File: config.mk
export PLATFORM = sky130hd
export DESIGN_NAME = rsc_stack_mem
export DESIGN_NICKNAME = d
export VERILOG_FILES = /design/src/sv/rsc_pkg.sv /design/src/sv/rsc_stack_mem.sv
export SDC_FILE = /design/constraint.sdc
export NUM_CORES = 2
export LEC_CHECK = 0
export BUFFER_PORTS_ARGS = -buffer_cell sky130_fd_sc_hd__clkbuf_2
export CORE_MARGIN = 2
export CORE_UTILIZATION = 45
export CTS_CLUSTER_DIAMETER = 60
export DETAILED_ROUTE_END_ITERATION = 6
export SYNTH_ARGS = -nofsm -noshare
export SYNTH_HDL_FRONTEND = slang
export SYNTH_SLANG_ARGS = --single-unit
File: constraint.sdc
create_clock -name clk -period 9.05 [get_ports clk]
set_input_delay 0.4525 -clock clk [delete_from_list [all_inputs] [get_ports clk]]
set_output_delay 0.4525 -clock clk [all_outputs]
set_load 0.03 [all_outputs]
File: src/sv/rsc_pkg.sv
package rsc_pkg;

    localparam int Q_W       = 32;
    localparam int OP_W      = 4;
    localparam int FRAC_W    = 16;
    localparam int DVD_W     = Q_W + FRAC_W;
    localparam int DIV_STEPS = DVD_W;
    localparam int CNT_W     = $clog2(DIV_STEPS);

    localparam logic [Q_W-1:0] Q_MAX = {1'b0, {(Q_W-1){1'b1}}};
    localparam logic [Q_W-1:0] Q_MIN = {1'b1, {(Q_W-1){1'b0}}};

    typedef enum logic [OP_W-1:0] {
        OP_PUSH  = 4'd0,
        OP_ADD   = 4'd1,
        OP_SUB   = 4'd2,
        OP_MUL   = 4'd3,
        OP_DIV   = 4'd4,
        OP_MOD   = 4'd5,
        OP_PEEK  = 4'd6,
        OP_DUP   = 4'd7,
        OP_SWAP  = 4'd8,
        OP_CLEAR = 4'd9,
        OP_POP   = 4'd10
    } op_t;

    typedef enum logic [2:0] {
        ALU_ADD,
        ALU_SUB,
        ALU_MUL,
        ALU_DIV,
        ALU_MOD
    } alu_op_t;

    typedef enum logic [2:0] {
        AL_IDLE,
        AL_MUL,
        AL_DIV,
        AL_POST,
        AL_FIN
    } alu_phase_t;

    typedef enum logic [3:0] {
        ST_IDLE,
        ST_POP_B,
        ST_LOAD_B,
        ST_AFTER_B,
        ST_POP_A,
        ST_LOAD_A,
        ST_EXEC,
        ST_WAIT,
        ST_TOP,
        ST_LOAD_T,
        ST_PUSH1,
        ST_PUSH2,
        ST_DONE
    } st_t;

    typedef struct packed {
        logic    start;
        alu_op_t op;
    } alu_req_t;

    typedef struct packed {
        logic done;
        logic ovf;
    } alu_rsp_t;

    typedef struct packed {
        logic empty;
        logic full;
        logic zero_div;
        logic overflow;
    } err_t;

endpackage

File: src/sv/rsc_stack_mem.sv
module rsc_stack_mem #(
    parameter int DEPTH = 128,
    parameter int AW    = 7
) (
    input  logic                    clk,
    input  logic                    we,
    input  logic [AW-1:0]           waddr,
    input  logic [rsc_pkg::Q_W-1:0] wdata,
    input  logic                    re,
    input  logic [AW-1:0]           raddr,
    output logic [rsc_pkg::Q_W-1:0] rdata
);
    import rsc_pkg::*;

    logic [Q_W-1:0] mem [DEPTH];

    always_ff @(posedge clk)
    begin
        if (we)
        begin
            mem[waddr] <= wdata;
        end
    end

    always_ff @(posedge clk)
    begin
        if (re)
        begin
            rdata <= mem[raddr];
        end
    end

endmodule

==> summary.md <==
| Metric | Value |
|---|---|
| Die W | `594 um` |
| Max cap viols | `0` |
| FILL cells | `26.2k` |
| Synth area leaders | `edfxtp_1 (79%), mux4_2 (19%), clkbuf_1 (0.44%), nor2_1 (0.29%), buf_2 (0.25%)` |
| Area Growth Syn to Fin | `13.2%` |
| Clock Latency Late Sink | `approximately 0.93 ns` |
| Flop2flop setup slack | `between 6 and 7 ns` |
| Vias in the first global route | `70.9k` |
| Asr flop ratio synth | `0` |
| Ys flop type | `edfxtp_1` |
| Worst Path Arrival | `approximately 4.4 ns` |
| Top cell type's share of synthesized area | `0.792` |
| Slew Viols, Final | `0` |
| Cell Area, Synth | `157,000 um^2` |
| DR vias | `70.4k` |
| Syn avg cell area | `26.1 um^2` |
| Pwr dens | `223 nW/um^2` |
| Hold Path Class | `in -> reg` |
| Synthesized instance count | `5,990` |
| Number of synthesized flops with an enable pin | `4,128` |
| DR DRC count | `0` |
| Kind of critical path | `in -> reg` |
| Sequential Area | `124,000 um^2` |
| VDD IR max | `0.174 mV` |
| Power Total | `~40,000 uW` |
| Placed Area | `164,000 um^2` |
| DR iter-0 viols | `10.3k` |
| Fraction of layout cells with a size suffix above 1 | `0.355` |
| I/O pin total | `81` |
| Clk slew on worst S/H paths | `0.06 ns` |
| Grt ovf | `0` |
| Min Tclk post-route | `between 3 and 4 ns` |
| Initial antenna violation count | `56` |
| First-pass GRT wire length | `between 500,000 and 600,000 um` |
| Yosys warns | `0` |
| Status | `finished clean` |
| Combinational Power Share | `0.051` |
| Port Buffer Count | `80` |
| CORE AREA | `346,000 um^2` |
| Cell internal pwr | `roughly 31,000 uW` |
| Setup Skew | `0.0537 ns` |
| Post-Route WL | `between 400,000 and 500,000 um` |
| Critical path fanouts, max | `74` |
| Least-Margin Pin Slew | `1.27 ns` |
| Critical Path Start Type | `primary input` |
| TritonCTS Buffers | `approximately 410` |
| Clock Sink Count | `roughly 4.1k` |
| Cell area after layout | `177,000 um^2` |
| RSZ-0062 raised after global routing | `false` |
| Vias per Instance | `a little over 6` |
| Max Buffers Root-to-Sink | `4` |
| Area of the multi-input gates | `roughly 32,000 um^2` |
| FF-to-FF End | `rdata[25]` |
| Netlist cell types | `16` |
| Commonest cells in the netlist | `edfxtp_1 (4,128), mux4_2 (1,344), clkbuf_1 (182)` |
| Wire length per cell | `36.3 um` |
| Post-CTS sizing | `0` |
| Synth Net Count | `6,039` |
| Drt first pass iters | `5` |
| Clock power frac | `0.413` |
| Worst EP required | `9.73 ns` |
| Post-synthesis sequential area ratio | `0.792` |
| Area leader, netlist | `edfxtp_1` |
| Nets | `6,434` |
| Setup TNS | `0 ns` |
| Critical path origin | `raddr[0]` |
| Setup violators final | `0` |
| Fmax | `272 MHz` |
| Worst reg2reg path depth | `4` |
| GP Congestion | `0.793` |
| Reg power frac | `0.536` |
| Switch Pwr | `8400 uW` |
| FP Rows | `216` |
| Total track usage | `0.231` |
| CTS tree | `done` |
| R2r startpoint | `mem[55][25]` |
| Synthesis-stage register bit count | `4,128` |
| Pin count of the biggest net entering global routing | `134` |
| Count leader, synth | `edfxtp_1` |
| LEAKAGE | `0.0538 uW` |
| Post-CTS Setup Inserts | `0` |
| Initial Utilization | `0.452` |
| Die area | `353,000 um^2` |
| CP endpoint | `rdata[20]` |
| Htree depth | `5` |
| Switch share | `0.212` |
| Rel. slew slack | `0.155` |
| Kind of capture point of the worst setup path | `flip-flop` |
| DP HPWL | `217,000 um` |
| Final antenna-violating net count | `0` |
| Final Hold Vio Count | `0` |
| Vert. Die Dim | `between 500 and 600 um` |
| Fraction of the cycle the final worst path needs | `0.407` |
| Root Buffer | `clkbuf_16` |
-- power groups by stage --
stage          combinational (uW)  clock (uW)  sequential [uW]
6_report                     2020       16400            21200
5_1_grt                      2100       17300            21200
4_1_cts                      2040       16600            21200
3_5_place_dp                 2040           0            21600
3_3_place_gp                 2000           0            21600
2_1_floorplan                1020           0            21600
-- sequential cells by signal, indices dropped and copies added, names as in the netlist --
signal	count
rdata	32
mem	4096
-- kinds of logic after synthesis --
family / after synthesis / synth area share
muxes: 1376 / 0.196
buffers and inverters: 316 / 0.00837
DFF: 4128 / 0.792
and+or+nand+nor: 170 / 0.00445
-- final cells by class --
| cell class | count | area share |
|---|---|---|
| Timing Repair Buffer | 301 | 0.0137 |
| Tap cell | 4578 | 0.0323 |
| Antenna cell | 31 | 0.000438 |
| Clock inverter | 242 | 0.0118 |
| Sequential cell | 4128 | 0.699 |
| Multi-Input combinational cell | 1546 | 0.182 |
| Clock buffer | 496 | 0.0602 |
-- worst min path at each step --
| stage | slack (ns) | to | start | depth (start not counted) |
|---|---|---|---|---|
| after CTS | 0.03 | mem[92][6] | wdata[6] | 1 |
| after detailed placement | 0.88 | mem[114][13] | wdata[13] | 1 |
| final | 0.08 | mem[116][16] | wdata[16] | 1 |
| after global routing | 0.07 | mem[88][6] | wdata[6] | 1 |
| after floorplan | 0.55 | mem[0][0] | wdata[0] | 0 |
| after global placement | 0.87 | mem[100][13] | wdata[13] | 1 |
-- metrics by stage --
stage / hold WS [ns] / cells / utilization / worst slack [ns]
4_1_cts: 0.0275 / 11300 / 0.512 / 5.30
2_1_floorplan: 0.551 / 5990 / - / 5.36
5_1_grt: 0.0664 / 11300 / 0.512 / 5.14
3_3_place_gp: 0.872 / 10600 / 0.475 / 4.35
6_report: 0.0798 / 11300 / 0.512 / 5.37
3_5_place_dp: 0.880 / 10600 / 0.475 / 4.35
-- layout by cell type (no fill, tap or decap), types with 2 or more instances in the layout --
master	n
buf_12	19
buf_4	235
buf_8	3
bufinv_16	32
clkbuf_1	82
clkbuf_16	414
clkbuf_2	41
clkinv_1	85
clkinv_2	92
clkinv_4	6
clkinv_8	3
clkinvlp_4	13
diode_2	31
dlygate4sd3_1	2
edfxtp_1	4128
inv_16	4
inv_6	6
mux2_2	32
mux4_2	1344
nand2_1	11
nand2_2	3
nand2b_1	2
nand3_1	8
nand3_2	4
nand4_1	3
nor2_1	3
nor2_4	119
nor2b_1	7
nor3_2	9
-- worst max-delay path, cell delays in order --
cell and delay (ns):
buf_12 0.52, buf_12 0.35, buf_12 0.47, buf_4 0.44, mux4_2 0.58, mux4_2 0.52, mux4_2 0.50, mux2_2 0.30
-- repair_timing --
item / CTS / global route
endpoints found under the setup margin: 0 / 0
endpoints found under the hold margin: 42 / 0
hold buffers: 2 / 0
-- routing by layer --
layer,share of wire,GRT usage,vias up,wire (um)
met2,0.48,0.368,3438,198000
met5,0.00025,0,-,102
met1,0.40,0.328,39200,162000
met3,0.096,0.0486,512,39400
li1,-,-,27300,-
met4,0.026,0.0617,16,10500
(Power assumes the default switching activity.)
