--- src/sv/rsc_pkg.sv ---
package rsc_pkg;

    localparam int Q_W       = 32;
    localparam int OP_W      = 4;
    localparam int FRAC_W    = 16;
    localparam int DVD_W     = Q_W + FRAC_W;
    localparam int DIV_STEPS = DVD_W;
    localparam int CNT_W     = $clog2(DIV_STEPS);

    localparam logic [Q_W-1:0] Q_MAX = {1'b0, {(Q_W-1){1'b1}}};
    localparam logic [Q_W-1:0] Q_MIN = {1'b1, {(Q_W-1){1'b0}}};

    typedef enum logic [OP_W-1:0] {
        OP_PUSH  = 4'd0,
        OP_ADD   = 4'd1,
        OP_SUB   = 4'd2,
        OP_MUL   = 4'd3,
        OP_DIV   = 4'd4,
        OP_MOD   = 4'd5,
        OP_PEEK  = 4'd6,
        OP_DUP   = 4'd7,
        OP_SWAP  = 4'd8,
        OP_CLEAR = 4'd9,
        OP_POP   = 4'd10
    } op_t;

    typedef enum logic [2:0] {
        ALU_ADD,
        ALU_SUB,
        ALU_MUL,
        ALU_DIV,
        ALU_MOD
    } alu_op_t;

    typedef enum logic [2:0] {
        AL_IDLE,
        AL_MUL,
        AL_DIV,
        AL_POST,
        AL_FIN
    } alu_phase_t;

    typedef enum logic [3:0] {
        ST_IDLE,
        ST_POP_B,
        ST_LOAD_B,
        ST_AFTER_B,
        ST_POP_A,
        ST_LOAD_A,
        ST_EXEC,
        ST_WAIT,
        ST_TOP,
        ST_LOAD_T,
        ST_PUSH1,
        ST_PUSH2,
        ST_DONE
    } st_t;

    typedef struct packed {
        logic    start;
        alu_op_t op;
    } alu_req_t;

    typedef struct packed {
        logic done;
        logic ovf;
    } alu_rsp_t;

    typedef struct packed {
        logic empty;
        logic full;
        logic zero_div;
        logic overflow;
    } err_t;

endpackage

--- src/sv/rsc_alu.sv ---
module rsc_alu (
    input  logic                    clk,
    input  logic                    rst_n,
    input  rsc_pkg::alu_req_t       req,
    input  logic [rsc_pkg::Q_W-1:0] lhs,
    input  logic [rsc_pkg::Q_W-1:0] rhs,
    output rsc_pkg::alu_rsp_t       rsp,
    output logic [rsc_pkg::Q_W-1:0] result
);
    import rsc_pkg::*;

    alu_phase_t         phase_reg, phase_next;
    alu_op_t            op_reg;
    logic [CNT_W-1:0]   cnt_reg;
    logic [DVD_W-1:0]   dvd_reg;
    logic [Q_W-1:0]     dsr_reg;
    logic [Q_W-1:0]     rem_reg;
    logic               neg_reg;
    logic [2*Q_W-1:0]   prod_reg;
    logic [Q_W-1:0]     res_reg;
    logic               ovf_reg;

    logic [Q_W-1:0]     mag_l, mag_r;
    logic [Q_W:0]       sum;
    logic [Q_W:0]       rem_sh;
    logic               ge;
    logic [Q_W-FRAC_W:0] sh_hi;
    logic [Q_W-1:0]     mod_val;

    assign mag_l  = lhs[Q_W-1] ? Q_W'(~lhs + 1'b1) : lhs;
    assign mag_r  = rhs[Q_W-1] ? Q_W'(~rhs + 1'b1) : rhs;
    assign sum    = (req.op == ALU_SUB)
                  ? ({lhs[Q_W-1], lhs} - {rhs[Q_W-1], rhs})
                  : ({lhs[Q_W-1], lhs} + {rhs[Q_W-1], rhs});
    assign rem_sh = {rem_reg, dvd_reg[DVD_W-1]};
    assign ge     = rem_sh >= {1'b0, dsr_reg};
    // product shifted right by the fraction width; bits above the sign must agree
    assign sh_hi  = prod_reg[2*Q_W-1:Q_W+FRAC_W-1];
    assign mod_val = {rem_reg[FRAC_W-1:0], {FRAC_W{1'b0}}};

    always_comb
    begin
        phase_next = phase_reg;
        case (phase_reg)
            AL_IDLE:
            begin
                if (req.start)
                begin
                    if (req.op == ALU_MUL)
                        phase_next = AL_MUL;
                    else if (req.op == ALU_DIV || req.op == ALU_MOD)
                        phase_next = AL_DIV;
                    else
                        phase_next = AL_FIN;
                end
            end
            AL_MUL:  phase_next = AL_FIN;
            AL_DIV:
            begin
                if (cnt_reg == CNT_W'(DIV_STEPS - 1))
                    phase_next = AL_POST;
            end
            AL_POST: phase_next = AL_FIN;
            AL_FIN:  phase_next = AL_IDLE;
            default: phase_next = AL_IDLE;
        endcase
    end

    always_ff @(posedge clk or negedge rst_n)
    begin
        if (!rst_n)
            phase_reg <= AL_IDLE;
        else
            phase_reg <= phase_next;
    end

    always_ff @(posedge clk)
    begin
        case (phase_reg)
            AL_IDLE:
            begin
                if (req.start)
                begin
                    op_reg  <= req.op;
                    ovf_reg <= 1'b0;
                    cnt_reg <= '0;
                    rem_reg <= '0;
                    case (req.op)
                        ALU_MUL:
                        begin
                            prod_reg <= 64'($signed(lhs) * $signed(rhs));
                        end
                        ALU_DIV:
                        begin
                            dvd_reg <= {mag_l, {FRAC_W{1'b0}}};
                            dsr_reg <= mag_r;
                            neg_reg <= lhs[Q_W-1] ^ rhs[Q_W-1];
                        end
                        ALU_MOD:
                        begin
                            // truncate both operands to integers first
                            dvd_reg <= {{Q_W{1'b0}}, mag_l[Q_W-1:FRAC_W]};
                            dsr_reg <= {{FRAC_W{1'b0}}, mag_r[Q_W-1:FRAC_W]};
                            neg_reg <= lhs[Q_W-1];
                        end
                        default:
                        begin
                            if (sum[Q_W] != sum[Q_W-1])
                            begin
                                ovf_reg <= 1'b1;
                                res_reg <= sum[Q_W] ? Q_MIN : Q_MAX;
                            end
                            else
                            begin
                                res_reg <= sum[Q_W-1:0];
                            end
                        end
                    endcase
                end
            end
            AL_MUL:
            begin
                if (!(&sh_hi) && (|sh_hi))
                begin
                    ovf_reg <= 1'b1;
                    res_reg <= sh_hi[Q_W-FRAC_W] ? Q_MIN : Q_MAX;
                end
                else
                begin
                    res_reg <= prod_reg[Q_W+FRAC_W-1:FRAC_W];
                end
            end
            AL_DIV:
            begin
                // one restoring shift-subtract step
                rem_reg <= ge ? Q_W'(rem_sh - {1'b0, dsr_reg}) : rem_sh[Q_W-1:0];
                dvd_reg <= {dvd_reg[DVD_W-2:0], ge};
                cnt_reg <= cnt_reg + 1'b1;
            end
            AL_POST:
            begin
                if (op_reg == ALU_MOD)
                begin
                    res_reg <= neg_reg ? Q_W'(~mod_val + 1'b1) : mod_val;
                end
                else if (neg_reg)
                begin
                    if (dvd_reg > DVD_W'({1'b1, {(Q_W-1){1'b0}}}))
                    begin
                        ovf_reg <= 1'b1;
                        res_reg <= Q_MIN;
                    end
                    else
                    begin
                        res_reg <= Q_W'(~dvd_reg[Q_W-1:0] + 1'b1);
                    end
                end
                else
                begin
                    if (dvd_reg > DVD_W'(Q_MAX))
                    begin
                        ovf_reg <= 1'b1;
                        res_reg <= Q_MAX;
                    end
                    else
                    begin
                        res_reg <= dvd_reg[Q_W-1:0];
                    end
                end
            end
            default:
            begin
            end
        endcase
    end

    always_comb
    begin
        rsp.done = (phase_reg == AL_FIN);
        rsp.ovf  = ovf_reg;
        result   = res_reg;
    end

    a_start_idle: assert property (@(posedge clk) disable iff (!rst_n)
        req.start |-> phase_reg == AL_IDLE)
        else $error("alu started while busy");

    a_div_steps: assert property (@(posedge clk) disable iff (!rst_n)
        (phase_reg == AL_DIV && phase_next == AL_POST) |-> cnt_reg == CNT_W'(DIV_STEPS - 1))
        else $error("divider left early");

    a_done_pulse: assert property (@(posedge clk) disable iff (!rst_n)
        rsp.done |=> !rsp.done)
        else $error("alu done longer than one cycle");

endmodule

--- config.mk ---
export PLATFORM = sky130hd
export DESIGN_NAME = rsc_alu
export DESIGN_NICKNAME = d
export VERILOG_FILES = /design/src/sv/rsc_pkg.sv /design/src/sv/rsc_alu.sv
export SDC_FILE = /design/constraint.sdc
export NUM_CORES = 2
export LEC_CHECK = 0
export ABC_AREA = 1
export BUFFER_PORTS_ARGS = -buffer_cell sky130_fd_sc_hd__buf_2
export CORE_ASPECT_RATIO = 1.1
export CORE_MARGIN = 2
export CORE_UTILIZATION = 40
export CTS_CLUSTER_SIZE = 25
export DETAILED_ROUTE_END_ITERATION = 8
export HOLD_SLACK_MARGIN = 0.15
export SLEW_MARGIN = 15
export SYNTH_ARGS = -nofsm -noshare
export SYNTH_HDL_FRONTEND = slang
export SYNTH_SLANG_ARGS = --single-unit
--- constraint.sdc ---
create_clock -name clk -period 14.95 [get_ports clk]
set_input_delay 0 -clock clk [delete_from_list [all_inputs] [get_ports clk]]
set_output_delay 0 -clock clk [all_outputs]
set_load 0.05 [all_outputs]
==> impl_metrics.ini <==
[finish]
finalNetCount = 8531
final_common_cell = inv_1
syn2layout_area_growth_pct = 5.685
drive_above_1_share_pct = 4.226
final_cell_mix = 1905 x inv_1, 1805 x nand2_1, 1083 x fa_1

[detailed_routing]
via_per_inst = 5.208
wl_per_cell_um = 22.59
drt_wl_total_um = 202300
first_pass_iters = 6
ant_nets = 0
first_iter_violations = 4275
drc_errors = 0
vias = 46630

[sta]
worst_slew_pin_slew_ps = 1206
rsz0062_at_grt = false
tns_ps = 0
finalClockSkew_ps = 25.91
period_share_pct = 53.71
max_freq_mhz = 124.5
finalMaxSlewViolations = 0
post-route-min-period_ps = 8029
maxSlewHeadroom_pct = 18.72
finalSetupViolations = 0
hold_violations = 0

[critical_path]
start_kind = input pin
crit_arrival_ps = 8360
path_class = input pin to flop
crit_path_top_delay_cell = fa_1
required_ps = 15280
slowest_delay_ps = 890
worstPathMaxFanout = 23
cp-end-kind = flop
cpMostUsedCell = fa_1

[logic_synthesis]
synthCells = 7230
ys.flop_type = edfxtp_1
syn_area_sq_um = 55200
syn_nets = 8634
seq_area_frac_synth_pct = 11.18
ys_types = 61
yosys-top-cells-area = fa_1 39%, inv_1 13%, nand2_1 12%
synth_top_area_share_pct = 39.28
synth-seq-cells = 206
yosysWarnings = 0
synth-async-reset-ratio_pct = 1.456
avgSynthCellArea_sq_um = 7.634
synth_edf_count = 203
synth_top_area_cell = fa_1

[place]
portBuffers = 103
place_congestion = 0.9908
dp_hpwl_um = 161600

[hold_path]
hold_class = input pin to flop

[clocking]
worstSkewPairLatency_ps = 590
cts_tree = done
clkTransAtPathRegs_ps = 70
cts-htree-levels = 1
post_cts_buffers = 0
root_buffer = clkbuf_16
cts_inserted_buffers = 27
clock_sinks = 206
cts_resized = 0
clk_path_buf_depth = 3

[global_route]
grt_pass1_wl_um = 309800
gr-total-overflow = 0
antenna_found_initial = 15
grt_max_degree = 58
globalRouteTotalUtil_pct = 29.24
grt_pass1_vias = 49300

[die]
io_pins = 104
dieWidth_um = 358.2
rows = 142
start_util_pct = 40.40
die_y_um = 393.6
die_area_sq_um = 141000
coreArea_sq_um = 136600

[flow_run]
maxCapViolCount = 0

[run_status]
status = finished clean
path summary, 6_finish.rpt:
path	slack, ps	cells past startpoint	end	from
setup / recovery	6920	29	prod_reg[59]	rhs[10]
hold / removal	170	4	dsr_reg[0]	rhs[0]
setup reg to reg	11070	14	result[16]	dvd_reg[0]
hold reg to reg	550	2	dvd_reg[47]	dvd_reg[46]
max in group asynchronous	14440	3	phase_reg[0]	rst_n
min in group asynchronous	340	3	phase_reg[1]	rst_n
layout make-up:
cell class / instances / area [sq um]
Timing Repair Buffer: 190 / 1191
Clock inverter: 20 / 276.5
Multi-Input combinational cell: 4781 / 40530
Tap cell: 1800 / 2252
Clock buffer: 29 / 683.2
Sequential cell: 206 / 6171
Inverter: 1921 / 7216
Fill cell: 14020 / 78300
Antenna cell: 7 / 17.52
per-layer routing:
metal  part of all wire [%]  track usage (%)  wire length (um)  vias up
li1                       -                -                 -    20980
met1                     41            39.32             83780    23600
met2                     48            48.72             96350     1726
met3                    7.3            4.130             14730      321
met4                    3.6            8.794              7348        6
met5                  0.020                0                41        -
Yosys cell counts, drive strengths merged, types with 2 or more instances:
cell / count
fa: 1083
ha: 251
nor4: 22
edfxtp: 203
o21a: 12
buf: 117
nand3b: 13
nand2: 1813
xor2: 117
nand4: 43
o21bai: 19
o211a: 2
and2: 5
clkinv: 5
dfrtp: 3
or2: 8
a211oi: 7
o21ai: 261
nand3: 226
nor3: 52
o22ai: 20
a21o: 9
a21boi: 7
clkbuf: 205
nor3b: 3
o211ai: 17
o32ai: 4
nor2: 465
inv: 1916
xnor2: 36
and3: 3
a21oi: 258
a31oi: 19
timing repair:
action | in CTS | in global routing
hold buffers | 9 | 0
setup endpoints to repair | 0 | 0
hold endpoints to repair | 14 | 0
critical path: cells and delay by family:
| kind | cells | cell delay, ps |
|---|---|---|
| and+or+nand+nor | 4 | 280 |
| AOI/OAI and AO/OA | 6 | 1220 |
| adders and majority gates | 9 | 4840 |
| buffers and inverters | 10 | 1960 |
metrics by stage:
stage	instance area, sq um	instances	worst slack [ps]	hold WS, ps	util [%]
3_5_place_dp	57270	8889	6375	-179.2	41.91
6_report	58330	8954	6921	165.7	42.69
5_1_grt	58320	8948	6340	172.6	42.68
3_3_place_gp	57270	8889	6387	-177.7	41.91
4_1_cts	58320	8947	6927	150.3	42.68
2_1_floorplan	55200	7230	7254	-295.6	-
kinds of logic after synthesis:
group	share of synthesized area [%]
simple gates	19.53
buf+inv	15.48
fa+ha+maj	44.97
compound gates	6.408
flops	11.18
xor+xnor	2.428
Power is not shown: default switching activity piles up to over one toggle a cycle in this logic, so the estimate is an artifact.
